File: src/hw/rtl/kdp_pkg.sv
`default_nettype none
// ----------------------------------------------------------------------------
// kdp_pkg
// Shared types and fixed field widths of the 0/1 knapsack table engine.
// ----------------------------------------------------------------------------
package kdp_pkg;

  localparam int VALUE_W  = 16;
  localparam int WEIGHT_W = 10;
  localparam int CAP_W    = 10;
  localparam int BEST_W   = 32;

  typedef enum logic [1:0] {
    ST_CLEAR,
    ST_IDLE,
    ST_SWEEP,
    ST_DRAIN
  } kdp_state_t;

  // Per-slot control that travels with one table access.
  typedef struct packed {
    logic valid;   // slot carries a write
    logic clear;   // write zero (power-up clearing pass)
    logic take;    // item fits this capacity
    logic last;    // final item of the run: write zero after capture
    logic hit;     // slot is the configured capacity
    logic first;   // first slot of a sweep
  } kdp_slot_t;

endpackage : kdp_pkg
`default_nettype wire

File: src/hw/rtl/kdp_seq.sv
`default_nettype none
// ----------------------------------------------------------------------------
// kdp_seq
// Sweep sequencer: clearing pass, capacity walk from top to one, drain.
// ----------------------------------------------------------------------------
module kdp_seq #(
  parameter int SLOTS  = 1024,
  parameter int ADDR_W = $clog2(SLOTS)
) (
  input  wire logic                        clk,
  input  wire logic                        rst,
  input  wire logic                        start,
  output logic                             busy,
  input  wire logic [kdp_pkg::VALUE_W-1:0]  item_value,
  input  wire logic [kdp_pkg::WEIGHT_W-1:0] item_weight,
  input  wire logic                        last_item,
  input  wire logic [kdp_pkg::CAP_W-1:0]    bag_capacity,
  output kdp_pkg::kdp_slot_t               issue,
  output logic [ADDR_W-1:0]                rd_addr_a,
  output logic [ADDR_W-1:0]                rd_addr_b,
  output logic [kdp_pkg::VALUE_W-1:0]       value_q,
  output logic                             done
);
  import kdp_pkg::*;

  localparam int CW = (ADDR_W > CAP_W) ? ADDR_W : CAP_W;
  localparam logic [ADDR_W-1:0] SLOT_TOP = ADDR_W'(SLOTS - 1);
  localparam logic [CW-1:0]     SLOT_TOP_W = CW'(SLOTS - 1);

  kdp_state_t        state, state_next;
  logic [ADDR_W-1:0] cnt, cnt_next;
  logic              done_next;
  logic [WEIGHT_W-1:0] weight_q;
  logic              last_q;
  logic [ADDR_W-1:0] cap_q;

  logic [CW-1:0] cnt_w, weight_w, diff_w, cap_w;
  logic          fits;
  logic          accept;

  assign accept   = start && (state == ST_IDLE);
  assign busy     = (state != ST_IDLE);
  assign cnt_w    = CW'(cnt);
  assign weight_w = CW'(weight_q);
  assign fits     = (weight_w <= cnt_w);
  assign diff_w   = cnt_w - weight_w;
  assign cap_w    = CW'(bag_capacity);
  assign rd_addr_a = cnt;
  assign rd_addr_b = fits ? diff_w[ADDR_W-1:0] : '0;

  always_ff @(posedge clk) begin
    if (rst) begin
      state <= ST_CLEAR;
      cnt   <= SLOT_TOP;
      done  <= 1'b0;
    end else begin
      state <= state_next;
      cnt   <= cnt_next;
      done  <= done_next;
    end
  end

  // Hold the item for the whole sweep.
  always_ff @(posedge clk) begin
    if (accept) begin
      value_q  <= item_value;
      weight_q <= item_weight;
      last_q   <= last_item;
      cap_q    <= (cap_w > SLOT_TOP_W) ? SLOT_TOP : cap_w[ADDR_W-1:0];
    end
  end

  always_comb begin
    state_next = state;
    cnt_next   = cnt;
    done_next  = 1'b0;
    issue      = '0;
    case (state)
      ST_CLEAR: begin
        issue.valid = 1'b1;
        issue.clear = 1'b1;
        if (cnt == '0) begin
          state_next = ST_IDLE;
        end else begin
          cnt_next = cnt - ADDR_W'(1);
        end
      end
      ST_IDLE: begin
        if (start) begin
          state_next = ST_SWEEP;
          cnt_next   = SLOT_TOP;
        end
      end
      ST_SWEEP: begin
        issue.valid = 1'b1;
        issue.take  = fits;
        issue.last  = last_q;
        issue.hit   = (cnt == cap_q);
        issue.first = (cnt == SLOT_TOP);
        if (cnt == ADDR_W'(1)) begin
          state_next = ST_DRAIN;
        end else begin
          cnt_next = cnt - ADDR_W'(1);
        end
      end
      ST_DRAIN: begin
        state_next = ST_IDLE;
        done_next  = last_q;
      end
      default: begin
        state_next = ST_CLEAR;
        cnt_next   = SLOT_TOP;
      end
    endcase
  end

endmodule : kdp_seq
`default_nettype wire

File: config.mk
export PLATFORM = sky130hd
export DESIGN_NAME = kdp_seq
export DESIGN_NICKNAME = d
export VERILOG_FILES = /design/src/hw/rtl/kdp_pkg.sv /design/src/hw/rtl/kdp_seq.sv
export SDC_FILE = /design/constraint.sdc
export NUM_CORES = 1
export LEC_CHECK = 0
export BUFFER_PORTS_ARGS = -buffer_cell sky130_fd_sc_hd__buf_4
export CORE_ASPECT_RATIO = 0.5
export CORE_MARGIN = 1.5
export CORE_UTILIZATION = 57
export CTS_BUF_LIST = sky130_fd_sc_hd__clkbuf_2 sky130_fd_sc_hd__clkbuf_4 sky130_fd_sc_hd__clkbuf_8
export CTS_CLUSTER_SIZE = 30
export DETAILED_ROUTE_END_ITERATION = 10
export GPL_ROUTABILITY_DRIVEN = 0
export HOLD_SLACK_MARGIN = 0.05
export PLACE_DENSITY = 0.9
export REMOVE_ABC_BUFFERS = 1
export SETUP_SLACK_MARGIN = 0.1
export SLEW_MARGIN = 20
export SYNTH_ARGS = -nofsm -noshare
export SYNTH_HDL_FRONTEND = slang
export SYNTH_SLANG_ARGS = --single-unit
export TNS_END_PERCENT = 10
File: constraint.sdc
create_clock -name clk -period 4.5 [get_ports clk]
set_clock_uncertainty 0.1 [all_clocks]
set_input_delay 0.225 -clock clk [delete_from_list [all_inputs] [get_ports clk]]
set_output_delay 0.225 -clock clk [all_outputs]
set_load 0.05 [all_outputs]
# After elaboration in Yosys (flattened, before gate mapping)
# Index checks and enable logic that the tools add are counted.
[totals] reg_bits=50 inputBits=40 output_inout_bits=44 elab_cells=44
[classes] add_sub_neg=2 order_cmp=2 n_eq_ne=12 mux=12 bitwise=1 reduce_logical=8
[op_table] cell="2-to-1 mux 10 bit" count=4
[op_table] cell="one-hot mux 10 bit (3 select lines)" count=1
[op_table] cell="equality test 10 x 1 -> 1 bit (second input constant)" count=1
[op_table] cell="equality test 10 bit" count=1
[op_table] cell="equality test 10 bit (second input constant)" count=1
[op_table] cell="greater-than comparator 10 bit (second input constant)" count=1
[op_table] cell="<= comparator 10 bit" count=1
[op_table] cell="zero test 10 bit" count=1
[op_table] cell="!= test 2 bit (second input constant)" count=5
[op_table] cell="subtractor 10 x 1 -> 10 bit (second input constant)" count=1
[op_table] cell="subtractor 10 bit" count=1
[op_table] cell="one-hot mux 2 bit (4 select lines)" count=1
[op_table] cell="2-to-1 mux 2 bit" count=3
[op_table] cell="equality test 2 bit (second input constant)" count=2
[op_table] cell="2-to-1 mux 4 bit" count=1
[op_table] cell="AND reduction 4 bit" count=1
[op_table] cell="OR reduction 2 bit" count=2
[op_table] cell="AND reduction 3 bit" count=1
[op_table] cell="nonzero test 3 bit" count=1
[op_table] cell="equality test 2 x 1 -> 1 bit (second input constant)" count=1
[op_table] cell="zero test 2 bit" count=1
[op_table] cell="2-to-1 mux 1 bit" count=2
[op_table] cell="!= test 2 x 1 -> 1 bit (second input constant)" count=1
[op_table] cell="logical AND 1 bit" count=1
[op_table] cell="inverter 1 bit" count=1

# Logic depth before layout (Yosys ltp)
[depth] depth_word=3 ltp_mapped=8 depth_no_buf=8

# Least setup slack after synthesis
# No wires, ideal clock.
[synth_path] kind="register to output" from="register cnt[0] (netlist: rd_addr_a[0])" to="output rd_addr_b[4]" t_arrival_ns=3.442 required_time_ns=4.175 setup_slack_ns=0.733 stages_incl_launch_ff=9 n_path_buf=0 cell_sequence="dfxtp_1 -> inv_1 -> ha_1 -> fa_1 -> nor2b_1 -> o31a_1 -> a22o_1 -> o22ai_2 -> a211oi_1"
[synth_via] elab_chain_cells=2 word_cells_on_any_way=3 cone_classes="add/sub: 1; order compare: 1; mux: 1"
[synth_lines] element="start, declared" line_no="kdp_seq.sv:31" rtl="logic [ADDR_W-1:0] cnt, cnt_next;"
[synth_lines] element="start signal, assigned" line_no="kdp_seq.sv:58" rtl="cnt <= cnt_next;"
[synth_lines] element="subtractor 10 bit or <= comparator 10 bit (tied branches)" line_no="kdp_seq.sv:46, kdp_seq.sv:45"
[synth_lines] element="2-to-1 mux 10 bit (*)" line_no="kdp_seq.sv:49" rtl="assign rd_addr_b = fits ? diff_w[ADDR_W-1:0] : '0;"
[synth_lines] element="end, declared" line_no="kdp_seq.sv:20" rtl="output logic [ADDR_W-1:0] rd_addr_b,"
# Mark *: on every way between the ends. The rest lies on a longest branch, timed or not.

# Worst setup path after layout
# Same ends and word-level chain as after synthesis.

==> results.yml <==
setup_path:
  critPathLaunchType: "flop"
  cp.required_ns: 4.18
  cp-end-kind: "primary output"
  crit_arrival_ns: 2.94
  worstPathMaxFanout: 9
  critical_path_class: "flop to primary output"
power_and_ir_drop:
  netSwitchingFraction: 0.223
  comb_power_share: 0.115
  seq_power_share: 0.536
  finalPower_uw: 937
  internal-power_uw: 728
  power.share.clock: 0.349
  p_switching_uw: 209
  peakVddDrop_mv: 0.206
  p_leak_uw: 0.00156
  power_density_nw_per_um2: 247
floorplanning:
  start_util: 0.601
  fp.dieH_um: 51.5
  core_sq_um: 4470
  dieWidth_um: 100
  rows: 17
  boundaryPins: 84
  die_area_sq_um: 5150
sta:
  post-route-min-period_ns: 3.26
  rsz0062_at_grt: "no"
  tightestPinTransition_ns: 0.918
  slew_headroom: 0.388
  fin_crit_sh: 0.725
  tns_ns: 0
  setup_viol: 0
  fin_hold_ws_ns: 0.420
  hold_violations: 0
  slew_viol_final: 0
  fmax_ghz: 0.307
cells_and_area:
  n_antenna_cell: 0
  area_delta_synth_final_pct: 41.6
  drive_above_1_share: 0.286
  multi_input_area_sq_um: 1170
  fill_cells: 207
  regArea_sq_um: 1370
  nets: 420
synth:
  yosysTopAreaCell: "edfxtp_1"
  yosysWarnings: 0
  avgSynthCellArea_sq_um: 10.8
  synth_edf_count: 37
  syn_area_sq_um: 2680
  ys.flop_type: "edfxtp_1"
  yosysUniqueCellTypes: 44
  syn_inst: 249
  ys_top_cells_by_area: "edfxtp_1, dfxtp_1, ha_1"
  ys_seq_area_frac: 0.511
  ys_ff_latch: 50
  synthArstFlopShare: 0
  synth_top_area_frac: 0.414
global_routing:
  antenna_found_initial: 0
  grt_pass1_vias: 2353
  grt_overflow: 0
  grt_max_degree: 39
  track_usage: 0.294
  grt_pass1_wl_um: 11300
clock_tree:
  cts_setup_buffers: 0
  cts_buffers: 5
  cts_tree: "built"
  cts.sinks: 50
  cts-htree-levels: 2
  clkLatencyLatePin_ns: 0.31
  root_buffer: "clkbuf_8"
  clkSlewWorstSetupHoldPaths_ns: 0.10
  clockBufferDepth: 2
route:
  num_vias: 2390
  ant_nets: 0
  drt-total-wl_um: 7350
  firstDrtPassIters: 5
  via_per_inst: 5.73
  drt-initial-drc-count: 222
  drc: 0
  wl_per_cell_um: 17.6
hold_path:
  hp-class: "flop to flop"
placement:
  io_buffers: 83
  dp_hpwl_um: 4300
run_status:
  status: "finished, final reports clean"
run:
  cap_violations: 0
[cell type report]
class                      count  share of cell area
clock buffer                   6              0.0201
clock inverter                 2             0.00988
inverter                      18              0.0178
multi-input combinational    163               0.308
sequential                    50               0.361
tap                           57              0.0188
timing repair buffer         121               0.264
[through the flow]
step,setup WS [ns],instance area [sq um],utilization,cells
detailed placement,1.64,3300,0.740,371
floorplan,0.733,2610,-,231
global placement,1.78,3300,0.740,371
finish,1.24,3800,0.850,417
CTS,1.28,3800,0.850,417
global route,0.995,3800,0.850,417
[routing by layer]
layer  track usage  routed length [um]  vias up
met3        0.0591                 484       42
met5             0                   0        -
met2         0.539                3600      144
li1              -                   -     1098
met1         0.342                2910     1106
met4         0.131                 350        0
[synth_stat cells (all sizes together) (2+ instances only)]
| cell type | number |
|---|---|
| a211oi | 4 |
| a21o | 2 |
| a21oi | 10 |
| a22o | 2 |
| a31oi | 5 |
| and2 | 4 |
| and3 | 2 |
| buf | 3 |
| clkbuf | 15 |
| dfxtp | 13 |
| edfxtp | 37 |
| ha | 20 |
| inv | 18 |
| nand2 | 17 |
| nand2b | 4 |
| nand3 | 7 |
| nand4 | 9 |
| nor2 | 21 |
| nor2b | 2 |
| nor3 | 8 |
| nor4 | 3 |
| o211ai | 2 |
| o21ai | 6 |
| o31a | 3 |
| or2 | 2 |
| xnor2 | 14 |
| xor2 | 5 |
[registers in the layout, summed over array words and instances, names as in the netlist]
signal / flops
rd_addr_a: 10
weight_q: 10
cap_q: 10
done: 1
value_q: 16
last_q: 1
state: 2
[path summary, 6_finish.rpt]
kind         cells past startpoint           end    startpoint  slack (ns)
min                              2          done        last_q        0.42
max                              9  rd_addr_b[4]  rd_addr_a[0]        1.24
min reg2reg                      2          done        last_q        0.42
max reg2reg                      5  rd_addr_a[7]      state[1]        2.14
[layout by cell type, fill, tap and decap left out, types with 2 or more instances in the layout]
master / netlist / routed
o21ai_0: 5 / 5
a21o_1: 2 / 2
nand4_1: 9 / 9
buf_4: 0 / 83
o31a_1: 3 / 3
a21oi_1: 9 / 9
xor2_1: 5 / 5
or2_2: 2 / 2
clkbuf_8: 0 / 5
a211oi_1: 4 / 4
nand2_1: 17 / 17
a22o_1: 2 / 2
a31oi_2: 2 / 2
a31oi_1: 3 / 3
nor2b_1: 2 / 2
inv_1: 18 / 18
nor3_1: 6 / 6
edfxtp_1: 37 / 37
nand3_1: 7 / 7
ha_1: 20 / 20
nor4_1: 3 / 3
and3_1: 2 / 2
nor2_1: 21 / 21
and2_1: 4 / 3
o211ai_1: 2 / 2
dlygate4sd3_1: 0 / 38
nand2b_1: 4 / 4
xnor2_1: 14 / 14
dfxtp_1: 13 / 13
[power by group through the flow]
stage          Combinational, uW  Sequential (uW)  Clock [uW]
6_report                     108              502         327
3_5_place_dp                77.3              512           0
2_1_floorplan               29.8              518           0
5_1_grt                      115              502         347
3_3_place_gp                75.7              511           0
4_1_cts                      104              501         323
[worst max-delay path, stage by stage, from the launching register on]
cell and delay [ns]:
dfxtp_1 0.48, inv_1 0.17, ha_1 0.26, fa_1 0.39, nor2b_1 0.20, o31a_1 0.24, a22o_1 0.20, o22ai_2 0.18
a211oi_1 0.26, buf_4 0.23
[repair_timing]
item	in CTS	in global routing
setup endpoints to repair	0	0
gates resized for setup	0	0
endpoints found under the hold margin	40	0
hold buffers	38	0
[kinds of logic after synthesis]
| group | synth area share |
|---|---|
| xor gates and xnor gates | 0.0620 |
| and+or+nand+nor | 0.159 |
| adders and majority gates | 0.101 |
| muxes | 0.00373 |
| AOI/OAI and AO/OA | 0.111 |
| buffers and inverters | 0.0527 |
| DFF | 0.511 |
No activity file was read; power rests on OpenSTA's default activity.
