--- config.mk ---
export PLATFORM = sky130hd
export DESIGN_NAME = kdp_merge
export DESIGN_NICKNAME = d
export VERILOG_FILES = /design/src/hw/rtl/kdp_pkg.sv /design/src/hw/rtl/kdp_merge.sv
export SDC_FILE = /design/constraint.sdc
export NUM_CORES = 1
export LEC_CHECK = 0
export ABC_AREA = 1
export BUFFER_PORTS_ARGS = -buffer_cell sky130_fd_sc_hd__buf_2
export CAP_MARGIN = 25
export CORE_MARGIN = 2
export CORE_UTILIZATION = 45
export DETAILED_ROUTE_END_ITERATION = 10
export MAX_ROUTING_LAYER = met4
export PLACE_DENSITY = 0.82
export SETUP_SLACK_MARGIN = 0.5
export SLEW_MARGIN = 25
export SYNTH_ARGS = -nofsm -noshare
export SYNTH_HDL_FRONTEND = slang
export SYNTH_SLANG_ARGS = --single-unit
--- constraint.sdc ---
create_clock -name clk -period 4.2 [get_ports clk]
set_clock_uncertainty 0.1 [all_clocks]
set_input_delay 0 -clock clk [delete_from_list [all_inputs] [get_ports clk]]
set_output_delay 0 -clock clk [all_outputs]
set_load 0.1 [all_outputs]
--- src/hw/rtl/kdp_pkg.sv ---
`default_nettype none
// ----------------------------------------------------------------------------
// kdp_pkg
// Shared types and fixed field widths of the 0/1 knapsack table engine.
// ----------------------------------------------------------------------------
package kdp_pkg;

  localparam int VALUE_W  = 16;
  localparam int WEIGHT_W = 10;
  localparam int CAP_W    = 10;
  localparam int BEST_W   = 32;

  typedef enum logic [1:0] {
    ST_CLEAR,
    ST_IDLE,
    ST_SWEEP,
    ST_DRAIN
  } kdp_state_t;

  // Per-slot control that travels with one table access.
  typedef struct packed {
    logic valid;   // slot carries a write
    logic clear;   // write zero (power-up clearing pass)
    logic take;    // item fits this capacity
    logic last;    // final item of the run: write zero after capture
    logic hit;     // slot is the configured capacity
    logic first;   // first slot of a sweep
  } kdp_slot_t;

endpackage : kdp_pkg
`default_nettype wire

--- src/hw/rtl/kdp_merge.sv ---
`default_nettype none
// ----------------------------------------------------------------------------
// kdp_merge
// Update stage: saturating candidate, max against the old entry, write back.
// ----------------------------------------------------------------------------
module kdp_merge #(
  parameter int SLOTS  = 1024,
  parameter int ADDR_W = $clog2(SLOTS)
) (
  input  wire logic                         clk,
  input  wire logic                         rst,
  input  wire kdp_pkg::kdp_slot_t           issue,
  input  wire logic [ADDR_W-1:0]            slot_addr,
  input  wire logic [kdp_pkg::BEST_W-1:0]   rd_data_a,
  input  wire logic [kdp_pkg::BEST_W-1:0]   rd_data_b,
  input  wire logic [kdp_pkg::VALUE_W-1:0]  value_q,
  output logic                              wr_en,
  output logic [ADDR_W-1:0]                 wr_addr,
  output logic [kdp_pkg::BEST_W-1:0]        wr_data,
  output logic [kdp_pkg::BEST_W-1:0]        best_value
);
  import kdp_pkg::*;

  kdp_slot_t       ctl_q;
  logic [BEST_W:0] sum;
  logic [BEST_W-1:0] cand, updated;

  always_ff @(posedge clk) begin
    if (rst) begin
      ctl_q <= '0;
    end else begin
      ctl_q <= issue;
    end
  end

  // Align the address with the registered read data.
  always_ff @(posedge clk) begin
    wr_addr <= slot_addr;
  end

  assign sum     = {1'b0, rd_data_b} + (BEST_W + 1)'(value_q);
  assign cand    = sum[BEST_W] ? '1 : sum[BEST_W-1:0];
  assign updated = (ctl_q.take && (cand > rd_data_a)) ? cand : rd_data_a;

  assign wr_en   = ctl_q.valid;
  assign wr_data = (ctl_q.clear || ctl_q.last) ? '0 : updated;

  // Capture the configured entry; a capacity of zero never hits and reads zero.
  always_ff @(posedge clk) begin
    if (ctl_q.valid && !ctl_q.clear && ctl_q.hit) begin
      best_value <= updated;
    end else if (ctl_q.valid && ctl_q.first) begin
      best_value <= '0;
    end
  end

endmodule : kdp_merge
`default_nettype wire

# Word level (Yosys, flattened, before mapping)

Index checks and enable logic that the tools add are counted.

Add/subtract/negate cells: 1
$lt $le $gt $ge: 1
Multiplexer cells: 5
Reductions and logical operators: 7

Operators by type and width:

| cell                | number |
|---|---|
| $mux W32            | 5 |
| $add A32 B16 Y33    | 1 |
| $gt A32 B32 Y1      | 1 |
| $logic_and A1 B1 Y1 | 4 |
| $reduce_bool A2 Y1  | 1 |
| $logic_not A1 Y1    | 1 |
| $logic_or A1 B1 Y1  | 1 |

Register bits: 48
Output and inout bits: 75
Logic and storage cells: 22

# Longest topological paths before layout

Gate-level depths: netlist of the first run.

Depth in word-level cells: 6
Gate-level depth with buffers: 29
Gate-level depth less buffers: 27

# Worst setup path before layout of the first run

Ideal clock, no wire load.

Path kind: input port to output port
Start: in rd_data_b[0] (netlist bit)
End: out wr_data[29] (netlist bit)
Data arrival time: 4.202 ns
Required time: 4.100 ns
Slack: -0.102 ns
Stages on the path: 24
Buffers on the path: 2
Cell sequence: ha_1 > fa_1 > nand3_1 > nand3_1 > nand2_1 > nand2_1 > nand2_2 > nand2_4 > nand2_4 > buf_6 > nand3_2 > ha_1 > nand2_1 > nand2_1 > nand2_1 > nand2_1 > nand2_1 > nand3_1 > a21oi_1 > nand2_1 > nand2_4 > buf_2 > nand2_1 > a21oi_1

Cells in the longest elaborated chain, start to end: 6

Ends and longest elaborated chain:

| item                | line            | RTL |
|---|---|---|
| from (decl)         | kdp_merge.sv:15 | `input wire logic [kdp_pkg::BEST_W-1:0] rd_data_b,` |
| $add A32 B16 Y33 *  | kdp_merge.sv:41 | `assign sum = {1'b0, rd_data_b} + (BEST_W + 1)'(value_q);` |
| $mux W32 *          | kdp_merge.sv:42 | `assign cand = sum[BEST_W] ? '1 : sum[BEST_W-1:0];` |
| $gt A32 B32 Y1      | kdp_merge.sv:43 | `assign updated = (ctl_q.take && (cand > rd_data_a)) ? cand : rd_data_a;` |
| $logic_and A1 B1 Y1 | kdp_merge.sv:43 |  |
| $mux W32 *          | kdp_merge.sv:43 |  |
| $mux W32 *          | kdp_merge.sv:46 | `assign wr_data = (ctl_q.clear \|\| ctl_q.last) ? '0 : updated;` |
| to (decl)           | kdp_merge.sv:19 | `output logic [kdp_pkg::BEST_W-1:0] wr_data,` |

Every way passes the cells marked *; elsewhere a longest branch is shown, timed or not.

# Worst setup path after layout of the first run

Start: in rd_data_b[2] (netlist bit)
End: out wr_data[8] (netlist bit)

Same word-level chain as after synthesis.

==> metrics.txt, run 1 <==
crit end category=primary output; wire length per cell=15.24 um; share of post-route cells with drive strength above 1=0.3119; core area=0.01042 mm^2; Synthesized Nets=931; final period utilization=0.8892; CTS tree=yes; Worst R2R End=best_value[4]; first-pass GRT wire length=25550 um; Synth Area in Adders=0.1276; via count=5825; antenna-violating nets left=0; vias in the first global route=5399; mux contribution to synthesized area=0; Synth warnings=0; Worst Tran Pin Value=1.021 ns; routed vias/inst=5.141; post-synthesis instance area=0.004862 mm^2; launch point of the worst reg-to-reg path=ctl_q[4]; crit path launch type=input port; die height=107.9 um; Overall Global Routing Usage=0.2808; critical path data required time=4.10 ns; initial antenna violation count=0; Yosys reg bits=48; Critical path destination=wr_data[8]; Final Non-Filler Cells=1133; compound-cell area share of the yosys netlist=0.07411; clk root buf=clkbuf_8; main combinational cell family by area after synthesis=simple AND/OR/NAND/NOR gates; post-synthesis sequential area ratio=0.2635; Die Footprint=0.01165 mm^2; Yosys cell types=34; most frequent cells in the layout=254 x nand2_1, 140 x buf_2, 136 x inv_1, 71 x nor2_1, 45 x ha_1; setup TNS=0 ns; Longest Clk Path Bufs=2; CTS buffer count=5; commonest non-fill, non-tap cell in the layout=nand2_1; Worst EP arrival=3.63 ns; max cap viols=0; clock-pin transition on the worst setup and hold timing paths=0.10 ns; FP Rows=37; PwrDens=274.9 mW/mm^2; CP top delay family=simple AND/OR/NAND/NOR gates; DR iter-0 viols=328; Simple-Gate Fraction of Synth Area=0.3940; pin count of the biggest net entering global routing=34; Final setup violation count=0; gr ovfl total=0; worst hold path type=input port to flip-flop; Final Hold Viols=0; H-tree depth=2; Setup crit start=rd_data_b[2]; Die Wd=107.9 um; Peak supply drop=0.1958 mV; fmax=267.8 MHz; First-pass DRT Iterations=5; syn_area_per_cell=6.202 um^2; DP HPWL=12110 um; Boundary Pins=173; cells on worst reg2reg path=4; number of nets in the layout=1143; drt drc=0; Initial Util=0.4668; Inst Count DP=1081; RSZ-0062 raised after global routing=no; Area Growth Syn to Fin=50.95%; status=complete, no violations; GPL Wtd Cong=0.9987; critical path depth=26; Slew Viols, Final=0; CP Max Fanout=7; TritonCTS sink count=48; worst-path cell with the longest stage delay=ha_1; Final min period=3.735 ns; WL final=17270 um; port bufs=172; worst relative slew slack=0.3194; critical path's most frequent cell=nand2_1; Setup CP Type=input port to primary output; cell count after synthesis=784; Synth Area in XOR/XNOR=0.01441; leak pwr=4.031 nW; crit-path max cell delay=0.36 ns; worst skew pair latency=0.30 ns; FF-to-FF setup slack=2.36 ns; number of diodes=0; worst path bufs/invs=5
## routing by layer
metal | track usage | vias up | wire length (um)
met5 | - | - | 0
met1 | 0.3470 | 2567 | 6931
met2 | 0.4847 | 319 | 8242
li1 | - | 2878 | -
met3 | 0.03195 | 61 | 1429
met4 | 0.08059 | 0 | 661
## sequential cells by signal, indices dropped and copies added (netlist names)
register	cells
best_value	32
wr_addr	10
ctl_q	5
wr_en	1
## per-stage QoR
step	worst slack (ns)	util	cell area (um^2)	power (mW)	hold slack [ns]
6_report	0.4653	0.7046	7340	2.018	0.02524
5_1_grt	0.2566	0.7046	7340	2.101	0.04975
4_1_cts	0.5059	0.6649	6925	1.918	0.03392
3_5_place_dp	0.1672	0.6150	6406	1.500	0.004461
3_3_place_gp	0.3111	0.6150	6406	1.488	0.002134
2_1_floorplan	0.5120	-	4946	1.206	-0.07228
## what timing repair did
action,CTS,global route
gates cloned,3,6
hold endpoints to repair,16,0
buffers inserted,0,13
resized for setup,28,44
hold buffers,22,0
endpoints found under the setup margin,43,58
pin swaps,3,16
## Yosys cell counts
| master | instances | share of area |
|---|---|---|
| dfxtp_1 | 16 | 0.066 |
| inv_2 | 7 | 0.0054 |
| or2_2 | 1 | 0.0013 |
| buf_6 | 2 | 0.0046 |
| and2_1 | 3 | 0.0039 |
| nand2_1 | 258 | 0.20 |
| ha_1 | 48 | 0.12 |
| xnor2_1 | 1 | 0.0018 |
| xor2_1 | 7 | 0.013 |
| a21oi_1 | 32 | 0.033 |
| fa_1 | 1 | 0.0041 |
| a21o_1 | 4 | 0.0062 |
| o21ai_1 | 26 | 0.027 |
| edfxtp_1 | 32 | 0.20 |
| nand3_2 | 10 | 0.021 |
| clkinv_1 | 1 | 0.00077 |
| or2_0 | 1 | 0.0013 |
| nand4_1 | 11 | 0.014 |
| o21a_1 | 1 | 0.0015 |
| nor3_1 | 3 | 0.0031 |
| o21ai_0 | 3 | 0.0031 |
| and3_1 | 1 | 0.0013 |
| nand3b_1 | 1 | 0.0015 |
| nand3_1 | 42 | 0.043 |
| nor2_1 | 112 | 0.086 |
| inv_1 | 136 | 0.10 |
| nand2_4 | 3 | 0.0069 |
| or2_1 | 2 | 0.0026 |
| a21oi_2 | 2 | 0.0036 |
| nor3_4 | 1 | 0.0033 |
| clkbuf_1 | 7 | 0.0054 |
| nor2_2 | 3 | 0.0039 |
| buf_2 | 5 | 0.0051 |
| nand2_2 | 1 | 0.0013 |
## final cells by class
type	count	area (um^2)
clock buffers	6	93.84
clock inverters	2	38.79
fillers	809	3077
inverters	144	548.0
multi-input cells	586	3465
flip-flops and latches	48	1281
well taps	136	170.2
repair buffers	211	1743
## where the power goes
part	switching, mW	internal (mW)
Combinational	0.751	0.359
Clock	0.168	0.216
Sequential	0.00517	0.518
## tightest hold or removal path, delay by kind of cell
kind	cells	cell delay (ns)
AOI/OAI and AO/OA	1	0.15
buffers and inverters	1	0.09
and+or+nand+nor	1	0.07
## worst min-delay path by stage
stage / startpoint / endpoint / cells after the start
floorplan: slot_addr[0] / wr_addr[0] / 0
global placement: slot_addr[9] / wr_addr[9] / 1
detailed placement: slot_addr[7] / wr_addr[7] / 1
CTS: rd_data_a[29] / best_value[29] / 3
global route: rd_data_a[29] / best_value[29] / 3
finish: rd_data_a[29] / best_value[29] / 3
## cells by family (layout without fill, tap and decap cells)
| group | Yosys count | in the layout |
|---|---|---|
| adder cells (fa/ha/maj) | 49 | 49 |
| buffers and inverters | 158 | 363 |
| flip-flops | 48 | 48 |
| AND/OR/NAND/NOR | 453 | 460 |
| XOR/XNOR | 8 | 8 |
| AO/OA/AOI/OAI | 68 | 69 |
(Power assumes the default switching activity.)
==> inputs of run 2 (changes only) <==
--- a/config.mk
+++ b/config.mk
@@ -13,6 +13,7 @@
 export DETAILED_ROUTE_END_ITERATION = 10
 export MAX_ROUTING_LAYER = met4
 export PLACE_DENSITY = 0.82
+export REMOVE_ABC_BUFFERS = 1
 export SETUP_SLACK_MARGIN = 0.5
 export SLEW_MARGIN = 25
 export SYNTH_ARGS = -nofsm -noshare
==> run 2 against run 1 <==
Effect of this change:
- power shrank 2.0%
- maximum frequency grew 0.32%
- flip-flop and latch count is the same
- combinational power shrank 5%
- sequential share of layout area grew 0.37 points
- routed wire length shrank 6.5%
- count of clock-buffer cells in the layout shrank 1
- critical endpoint is now wr_data[13]
- clock power grew 3%
- die area is the same
- largest power group unchanged
==> metrics.txt, run 2 (synthesized netlist as in run 1, its figures left out) <==
crit end category=primary output (unchanged); registers with the most flip-flops=best_value x32, wr_addr x10, ctl_q x5 (unchanged); FP Rows=37 (unchanged); Final setup violation count=0 (unchanged); worst relative slew slack=0.4563 (was 0.3194); most frequent cells in the layout=250 x nand2_1, 140 x buf_2, 136 x inv_1, 83 x nor2_1, 43 x ha_1 (was 254 x nand2_1, 140 x buf_2, 136 x inv_1, 71 x nor2_1, 45 x ha_1); H-tree depth=2 (unchanged); crit-path max cell delay=0.40 ns (was 0.36 ns); share of post-route cells with drive strength above 1=0.2913 (was 0.3119); die height=107.9 um (unchanged); number of flip-flops under the largest register name=32 (unchanged); CTS tree=yes (unchanged); RSZ-0062 raised after global routing=yes (was no); Worst Tran Pin Value=0.8155 ns (was 1.021 ns); Power Total=1.977 mW (was 2.018 mW); Worst EP arrival=3.62 ns (was 3.63 ns); Longest Clk Path Bufs=2 (unchanged); worst-path cell with the longest stage delay=fa_2 (was ha_1); first-pass GRT wire length=24340 um (was 25550 um); Area Growth Syn to Fin=47.84% (was 50.95%); gr ovfl total=0 (unchanged); Peak supply drop=0.2002 mV (was 0.1958 mV); initial antenna violation count=0 (unchanged); Final Util=0.6901 (was 0.7046); fmax=268.6 MHz (was 267.8 MHz); TritonCTS sink count=48 (unchanged); FF-to-FF setup slack=2.49 ns (was 2.36 ns); vias in the first global route=5221 (was 5399); Setup CP Type=input port to primary output (unchanged); WL final=16150 um (was 17270 um); max cap viols=0 (unchanged); final period utilization=0.8864 (was 0.8892); worst skew pair latency=0.30 ns (about the same); First-pass DRT Iterations=7 (was 5); PwrDens=275.0 mW/mm^2 (was 274.9 mW/mm^2); M2 GR Usage=0.4681 (was 0.4847); GRT Max-Usage Layer=met2 (unchanged); commonest non-fill, non-tap cell in the layout=nand2_1 (unchanged); Slew Viols, Final=0 (unchanged); via count=5682 (was 5825); Die Wd=107.9 um (unchanged); CP Max Fanout=10 (was 7); Die Footprint=0.01165 mm^2 (unchanged); Register Area=0.001281 mm^2 (unchanged); Global Route met3 Usage=0.02049 (was 0.03195); worst path bufs/invs=5 (unchanged); Boundary Pins=173 (unchanged); critical path data required time=4.10 ns (about the same); largest reg by FF count=best_value (unchanged); leak pwr=4.017 nW (was 4.031 nW); number of diodes=0 (unchanged); critical path's most frequent cell=nand2_2 (was nand2_1); DR iter-0 viols=271 (was 328); GPL Wtd Cong=0.9467 (was 0.9987); worst hold path type=input port to flip-flop (unchanged); CP top delay family=simple AND/OR/NAND/NOR gates (unchanged); Overall Global Routing Usage=0.2687 (was 0.2808); DP HPWL=11850 um (was 12110 um); met1 Use GR=0.3352 (was 0.3470); antenna-violating nets left=0 (unchanged); drt drc=0 (unchanged); routed vias/inst=5.037 (was 5.141); Initial Util=0.4668 (unchanged); port bufs=172 (unchanged); crit path launch type=input port (unchanged); Final min period=3.723 ns (was 3.735 ns); Final Hold Viols=0 (unchanged); Fill cells=829 (was 809); area of the multi-input gates=0.003303 mm^2 (was 0.003465 mm^2); status=complete, no violations (unchanged); core area=0.01042 mm^2 (unchanged); pin count of the biggest net entering global routing=34 (unchanged); number of nets in the layout=1139 (was 1143); CTS buffer count=5 (unchanged); clock-pin transition on the worst setup and hold timing paths=0.10 ns (about the same); clk root buf=clkbuf_8 (unchanged); wire length per cell=14.32 um (was 15.24 um)
run 2: repair_timing:
| action | 4_1_cts | 5_1_grt |
|---|---|---|
| hold endpoints to repair | 18 | 0 |
| cloned | 1 | 2 |
| pin swaps | 2 | 15 |
| endpoints found under the setup margin | 32 | 47 |
| setup buffers | 4 | 7 |
| resized for setup | 19 | 60 |
| hold buffers | 24 | 0 |
run 2: worst register-to-register path, stage by stage, from the launching register on:
cell      delay, ns
dfxtp_1        0.34
nand3b_1       0.17
buf_4          0.26
nand2_1        0.10
buf_4          0.39
run 2: final cells by class:
type / count / share of cell area
Multi-Input combinational cell: 580 / 0.4595
Timing Repair Buffer: 213 / 0.2447
Sequential cell: 48 / 0.1782
Inverter: 144 / 0.07589
Tap cell: 136 / 0.02367
Clock buffer: 5 / 0.009574
Clock inverter: 2 / 0.008355
run 2: worst paths after layout:
path | depth (start not counted) | from | end
worst max-delay path | 25 | rd_data_b[0] | wr_data[13]
worst min-delay path | 5 | rd_data_a[3] | best_value[3]
worst max register to register | 4 | ctl_q[4] | best_value[5]
worst min register to register | 3 | ctl_q[0] | best_value[6]
run 2: power by group:
| part | switching, mW | total, mW | internal (mW) |
|---|---|---|---|
| Combinational | 0.713 | 1.06 | 0.346 |
| Clock | 0.160 | 0.394 | 0.234 |
| Sequential | 0.00484 | 0.523 | 0.518 |
run 2: stage by stage:
step	worst slack [ns]	area [um^2]	hold WS, ns	std cells	setup TNS (ns)
after floorplan	-0.3486	4788	-0.07228	770	-4.019
after global placement	0.2763	6350	0.001783	1083	0
after detailed placement	0.1508	6350	0.004087	1083	0
after CTS	0.5259	6847	0.02229	1119	0
after global routing	0.3005	7188	0.06146	1128	0
final	0.4772	7188	0.02542	1128	0
run 2: routing by layer:
| metal | routed length (um) | part of all wire |
|---|---|---|
| met4 | 342 | 0.021 |
| met5 | 0 | 0 |
| met1 | 6596 | 0.41 |
| met2 | 8058 | 0.50 |
| met3 | 1151 | 0.071 |
